[src/hdl/c4a50_pkg.sv]
`timescale 1ns / 1ps
// ----------------------------------------------------------------------------
// c4a50_pkg
// Shared types and constants of the 4A50 bank mapper.
// ----------------------------------------------------------------------------
package c4a50_pkg;

  localparam int unsigned RomAw = 17;
  localparam int unsigned RamAw = 15;
  localparam int unsigned RomBytes = 1 << RomAw;
  localparam int unsigned RamBytes = 1 << RamAw;

  typedef enum logic [1:0] {
    KIND_READ  = 2'd0,
    KIND_WRITE = 2'd1,
    KIND_LOAD  = 2'd2,
    KIND_NONE  = 2'd3
  } kind_e;

  typedef enum logic [1:0] {
    TGT_CART     = 2'd0,
    TGT_RIOT     = 2'd1,
    TGT_TIA      = 2'd2,
    TGT_UNMAPPED = 2'd3
  } target_e;

  // Bank numbers as stored: low and middle offsets are bank * 2K, high is bank * 256.
  typedef struct packed {
    logic [4:0] low_bank;
    logic [4:0] mid_bank;
    logic [7:0] high_bank;
    logic [2:0] is_rom;  // bit0 low, bit1 middle, bit2 high
  } map_t;

  localparam map_t MapReset = '{low_bank: 5'd0, mid_bank: 5'd0, high_bank: 8'd0,
                                is_rom: 3'b111};

  // One bus access as seen by the bank registers.
  typedef struct packed {
    logic        valid;
    logic        is_read;
    logic [12:0] address;
    logic [7:0]  data;
  } access_t;

  typedef struct packed {
    map_t map;
    logic changed;
  } bank_stat_t;

  typedef struct packed {
    logic [7:0] read_data;
    logic [1:0] target;
    logic       changed;
  } word_t;

  localparam logic [7:0]  GateMask      = 8'he0;
  localparam logic [7:0]  GateMatch     = 8'h60;
  localparam logic [7:0]  PrevDataReset = 8'hff;
  localparam logic [12:0] PrevAddrReset = 13'h1fff;
  localparam logic [8:0]  TopPageRom    = 9'h1ff;

endpackage

[src/hdl/c4a50_bank_regs.sv]
`timescale 1ns / 1ps
// ----------------------------------------------------------------------------
// c4a50_bank_regs
// Window mapping registers, hotspot decode and the previous-access gate.
// ----------------------------------------------------------------------------
module c4a50_bank_regs (
  input  logic                   clk_i,
  input  logic                   rst_ni,
  input  logic                   cfg_we_i,
  input  logic                   cfg_wdata_i,
  input  c4a50_pkg::access_t     acc_i,
  input  logic [7:0]             mem_rdata_i,
  output c4a50_pkg::bank_stat_t  stat_o
);

  c4a50_pkg::map_t map_q, map_d;
  logic            lock_q;
  logic [7:0]      prev_data_q;
  logic [12:0]     prev_addr_q;
  logic            prev_mem_q;
  logic [7:0]      prev_data;
  logic            gate;
  logic            unmapped;
  logic [7:0]      v;
  logic [12:0]     a;
  logic            changed;

  assign a         = acc_i.address;
  assign unmapped  = !a[7] && a[9];
  assign v         = (acc_i.is_read && unmapped) ? 8'd0 : acc_i.data;
  // A cartridge read leaves its data in the memory output register.
  assign prev_data = prev_mem_q ? mem_rdata_i : prev_data_q;
  assign gate      = ((prev_data & c4a50_pkg::GateMask) == c4a50_pkg::GateMatch) &&
                     (prev_addr_q[12] || (prev_addr_q[12:9] == 4'd0));

  always_comb begin
    map_d   = map_q;
    changed = 1'b0;
    if (acc_i.valid && !lock_q) begin
      if (!a[12]) begin
        priority if (gate && a[11:8] == 4'hc) begin
          map_d.high_bank = a[7:0];
          map_d.is_rom[2] = 1'b1;
          changed = 1'b1;
        end else if (gate && a[11:8] == 4'hd) begin
          map_d.high_bank = {1'b0, a[6:0]};
          map_d.is_rom[2] = 1'b0;
          changed = 1'b1;
        end else if (gate && a[11:8] == 4'he && !a[6]) begin
          map_d.low_bank  = a[4:0];
          map_d.is_rom[0] = 1'b1;
          changed = 1'b1;
        end else if (gate && a[11:8] == 4'he && a[6]) begin
          map_d.low_bank  = {1'b0, a[3:0]};
          map_d.is_rom[0] = 1'b0;
          changed = 1'b1;
        end else if (gate && a[11:8] == 4'hf && !a[6]) begin
          map_d.mid_bank  = a[4:0];
          map_d.is_rom[1] = 1'b1;
          changed = 1'b1;
        end else if (gate && a[11:8] == 4'hf && a[6] && !a[4]) begin
          map_d.mid_bank  = {1'b0, a[3:0]};
          map_d.is_rom[1] = 1'b0;
          changed = 1'b1;
        end else if (gate && a[11:8] == 4'h4) begin
          map_d.low_bank[0] = !map_q.low_bank[0];
          changed = 1'b1;
        end else if (gate && a[11:8] == 4'h5) begin
          map_d.low_bank[1] = !map_q.low_bank[1];
          changed = 1'b1;
        end else if (gate && a[11:8] == 4'h8) begin
          map_d.mid_bank[0] = !map_q.mid_bank[0];
          changed = 1'b1;
        end else if (gate && a[11:8] == 4'h9) begin
          map_d.mid_bank[1] = !map_q.mid_bank[1];
          changed = 1'b1;
        end else if (a[11:8] == 4'h0 && a[6:4] == 3'b111 && a[2] && !a[0]) begin
          map_d.high_bank = v;
          map_d.is_rom[2] = 1'b1;
          changed = 1'b1;
        end else if (a[11:8] == 4'h0 && a[6:4] == 3'b111 && a[2] && a[0]) begin
          map_d.high_bank = {1'b0, v[6:0]};
          map_d.is_rom[2] = 1'b0;
          changed = 1'b1;
        end else if (a[11:8] == 4'h0 && a[6:2] == 5'b11110) begin
          // Data-driven select: upper nibble picks window and source.
          priority if (v[7:4] == 4'h0) begin
            map_d.low_bank  = {1'b0, v[3:0]};
            map_d.is_rom[0] = 1'b1;
            changed = 1'b1;
          end else if (v[7:4] == 4'h4) begin
            map_d.low_bank  = {1'b0, v[3:0]};
            map_d.is_rom[0] = 1'b0;
            changed = 1'b1;
          end else if (v[7:4] == 4'h9) begin
            map_d.mid_bank  = {1'b1, v[3:0]};
            map_d.is_rom[1] = 1'b1;
            changed = 1'b1;
          end else if (v[7:4] == 4'hc) begin
            map_d.mid_bank  = {1'b0, v[3:0]};
            map_d.is_rom[1] = 1'b0;
            changed = 1'b1;
          end else begin
            changed = 1'b0;
          end
        end else begin
          changed = 1'b0;
        end
      end else if (a[12:8] == 5'h1f && gate) begin
        map_d.high_bank[3:0] = {a[3], a[6:4]};
        changed = 1'b1;
      end
    end
  end

  always_ff @(posedge clk_i or negedge rst_ni) begin
    if (!rst_ni) begin
      map_q       <= c4a50_pkg::MapReset;
      lock_q      <= 1'b0;
      prev_data_q <= c4a50_pkg::PrevDataReset;
      prev_addr_q <= c4a50_pkg::PrevAddrReset;
      prev_mem_q  <= 1'b0;
    end else begin
      if (cfg_we_i) begin
        lock_q <= cfg_wdata_i;
      end
      if (acc_i.valid) begin
        map_q       <= map_d;
        prev_data_q <= v;
        prev_addr_q <= a;
        prev_mem_q  <= acc_i.is_read && a[12];
      end
    end
  end

  assign stat_o.map     = map_q;
  assign stat_o.changed = changed;

endmodule

[config.mk]
export PLATFORM = sky130hd
export DESIGN_NAME = c4a50_bank_regs
export DESIGN_NICKNAME = d
export VERILOG_FILES = /design/src/hdl/c4a50_pkg.sv /design/src/hdl/c4a50_bank_regs.sv
export SDC_FILE = /design/constraint.sdc
export NUM_CORES = 1
export LEC_CHECK = 0
export BUFFER_PORTS_ARGS = -buffer_cell sky130_fd_sc_hd__buf_2
export CAP_MARGIN = 20
export CORE_MARGIN = 2
export CORE_UTILIZATION = 52
export CTS_BUF_LIST = sky130_fd_sc_hd__clkbuf_16
export CTS_CLUSTER_SIZE = 10
export DETAILED_ROUTE_END_ITERATION = 16
export PLACE_DENSITY = 0.8
export SLEW_MARGIN = 40
export SYNTH_ARGS = -nofsm -noshare
export SYNTH_HDL_FRONTEND = slang
export SYNTH_SLANG_ARGS = --single-unit
[constraint.sdc]
create_clock -name clk_i -period 2.9 [get_ports clk_i]
set_clock_uncertainty 0.2 [all_clocks]
set_input_delay 0.145 -clock clk_i [delete_from_list [all_inputs] [get_ports clk_i]]
set_output_delay 0.145 -clock clk_i [all_outputs]
set_load 0.05 [all_outputs]
==> metrics.md <==
| Metric | Value |
|---|---|
| Area of the multi-input gates | `0.00112 sq mm` |
| Worst Setup SP | `acc_i[19]` |
| Fmax | `357 MHz` |
| Nets@finish | `309` |
| Wire length on met2 | `2400 um` |
| Final cycle utilization of the critical path | `0.967` |
| Maximum buffer depth of the clock tree | `2` |
| Area contributors post-synth | `dfrtp_1 (25%), dfstp_2 (13%), mux2_2 (5.1%)` |
| Worst r2r src | `prev_data_q[7]$_DFFE_PN1P_` |
| Mapped Area | `0.00197 sq mm` |
| Worst hold path type | `input port to flop` |
| Drt drc | `0` |
| Yosys top cell area share | `0.254` |
| CP required | `2.56 ns` |
| Most instantiated library cell after synthesis | `dfrtp_1` |
| RSZ-0062 raised after global routing | `false` |
| Clock transition at the registers of the reported paths | `0.05 ns` |
| # IOs | `57` |
| Slew Limit Fails | `0` |
| Routability-driven placement congestion ratio | `0.936` |
| Register area | `763 sq um` |
| Root Buffer | `clkbuf_16` |
| Post-synth top flop | `dfrtp_1` |
| # Max-Cap Violations | `0` |
| All-layer global routing usage | `0.267` |
| Fillers | `291` |
| Initial Util | `0.539` |
| P&R area growth vs syn | `27.5%` |
| Final hold viol count | `0` |
| Die X | `65.6 um` |
| Die height | `65.6 um` |
| Grt total ovfl | `0` |
| Startpoint types | `input port` |
| Hold path startpoint | `acc_i[22]` |
| Syn Nets | `245` |
| Pwr Total | `1.24 mW` |
| Setup TNS | `0 ns` |
| Maximum fanout along the worst path | `6` |
| Ys Warns | `0` |
| Vias in the first global route | `1773` |
| Routed len/inst | `15.7 um` |
| Clk Latency, worst-skew pair | `0.27 ns` |
| Vias per inst | `5.82` |
| Buffers added on ports | `51` |
| Post-DP HPWL | `3780 um` |
| Drt first pass iters | `4` |
| Outcome | `finished clean` |
| Post-DRT Antenna Nets | `0` |
| First-pass GRT wire length | `8510 um` |
| Async SR Flop Fraction | `1.00` |
| Relative max-transition margin | `0.572` |
| Uppermost routed layer | `met4` |
| Number of diodes | `0` |
| H-tree lvl count | `2` |
| Slew @ Worst Pin | `0.636 ns` |
| Leakage | `1.14 nW` |
| Largest net degree at the start of global routing | `31` |
| TritonCTS Buffers | `5` |
| Mean post-synth cell area | `9.40 sq um` |
| WL met3 | `395 um` |
| Worst EP arrival | `2.46 ns` |
| Post-synth EDFFs | `0` |
| Number of DRC markers in iteration 0 | `149` |
| Cell Rows | `22` |
| DIE AREA | `0.00430 sq mm` |
| Drt total wl | `5080 um` |
| Core area | `0.00366 sq mm` |
| Wire length on met1 | `2170 um` |
| Post-synth top area cell | `dfrtp_1` |
| Seq/Total Area, Yosys | `0.387` |
| Synth Register Bits | `30` |
| Clk sink count | `30` |
| Endpoint class of the critical path | `output pin` |
| Yosys cell types | `54` |
| Gate Count Post-Synth | `210` |
| Layout cell share with drive strength beyond 1 | `0.367` |
| CTS tree | `yes` |
| Pwr/cell area | `492 mW/mm^2` |
| Peak supply drop | `0.300 mV` |
| Min cycle time layout | `2.80 ns` |
| Critical path type | `input port to output pin` |
| Setup violations, final | `0` |
| Initial antenna violation count | `0` |
| Via count | `1880` |
| Synth cell count leaders | `dfrtp_1 (20), nand2_1 (19), nor2_1 (16)` |
==> cells in the final DEF, fill, tap and decap left out, types with 2 or more instances in the layout <==
cell           count
a211oi_1           3
a21oi_1           14
a2bb2oi_1          2
a31oi_1            4
a32oi_1            2
and2_1             2
and2b_1            2
buf_2             51
buf_4              6
clkbuf_16          5
dfrtp_1           20
dfstp_2           10
dlygate4sd3_1     11
inv_1              7
mux2_2             9
mux2_4             4
nand2_1           19
nand2b_1           4
nand3_1            6
nand3b_1           3
nand4_1            2
nor2_1            16
nor2b_1            3
nor3_1            10
nor4_1             4
nor4_2             2
nor4b_1            2
o21ai_0           11
o21ai_1            8
o22a_1             4
o31ai_1            2
or3_1              2
or4b_1             2
==> final timing paths <==
check	to	slack, ns	cells past startpoint
worst min-delay path	prev_data_q[6]$_DFFE_PN1P_	0.006	2
min in group asynchronous	stat_o[14]$_DFFE_PN0P_	0.23	2
worst max-delay path	stat_o[0]	0.1	8
max in group asynchronous	stat_o[10]$_DFFE_PN0P_	1.85	2
worst min register to register	stat_o[14]$_DFFE_PN0P_	0.28	2
worst max register to register	stat_o[19]$_DFFE_PN0P_	0.35	6
==> per-stage QoR <==
stage | hold slack [ns] | worst slack (ns) | std cells | cell area [sq um] | utilization
floorplan | -0.351 | 0.547 | 210 | 1970 | -
global placement | 0.00806 | 0.388 | 304 | 2270 | 0.620
detailed placement | 0.0118 | 0.353 | 304 | 2270 | 0.620
CTS | 0.00210 | 0.158 | 323 | 2520 | 0.687
global route | 0.0208 | 0.0135 | 323 | 2520 | 0.687
finish | 0.00593 | 0.0968 | 323 | 2520 | 0.687
==> sequential cells by signal, summed over array words and instances (netlist names) <==
| name | flops |
|---|---|
| prev_mem_q | 1 |
| prev_addr_q | 4 |
| lock_q | 1 |
| prev_data_q | 3 |
| stat_o | 21 |
==> what timing repair did <==
item,CTS,global route
hold endpoints to repair,29,0
buffers inserted,0,0
gates resized for setup,0,0
hold buffers,11,0
==> metal layers <==
layer / up-vias / track usage
li1: 916 / -
met1: 865 / 0.341
met2: 86 / 0.434
met3: 13 / 0.0634
met4: 0 / 0.109
met5: - / 0
==> kinds of logic (layout without fill, tap and decap cells) <==
logic type | count (synthesis) | in the layout | synth area share
simple gates | 90 | 90 | 0.275
flops | 30 | 30 | 0.387
buf+inv | 17 | 82 | 0.0444
xor+xnor | 1 | 1 | 0.00444
mux | 15 | 15 | 0.0983
compound gates | 57 | 57 | 0.191
==> where the power goes <==
group	total (mW)	switching, mW	internal (mW)
sequential	0.486	0.0227	0.463
combinational	0.278	0.182	0.0962
clock	0.473	0.165	0.308
==> final cells by class <==
cell class,count,area share
clock inverters,3,0.00497
clock buffers,5,0.0497
repair buffers,68,0.163
inverters,6,0.00895
flip-flops and latches,30,0.303
well taps,48,0.0239
multi-input cells,163,0.446
==> critical path, stage by stage <==
cell	delay (ns)
dlygate4sd3_1	0.52
buf_2	0.15
nor3b_1	0.34
nand4_1	0.26
nor4_2	0.51
nor4_1	0.09
a31oi_1	0.15
buf_2	0.28
Power figures use the tool's default switching activity.
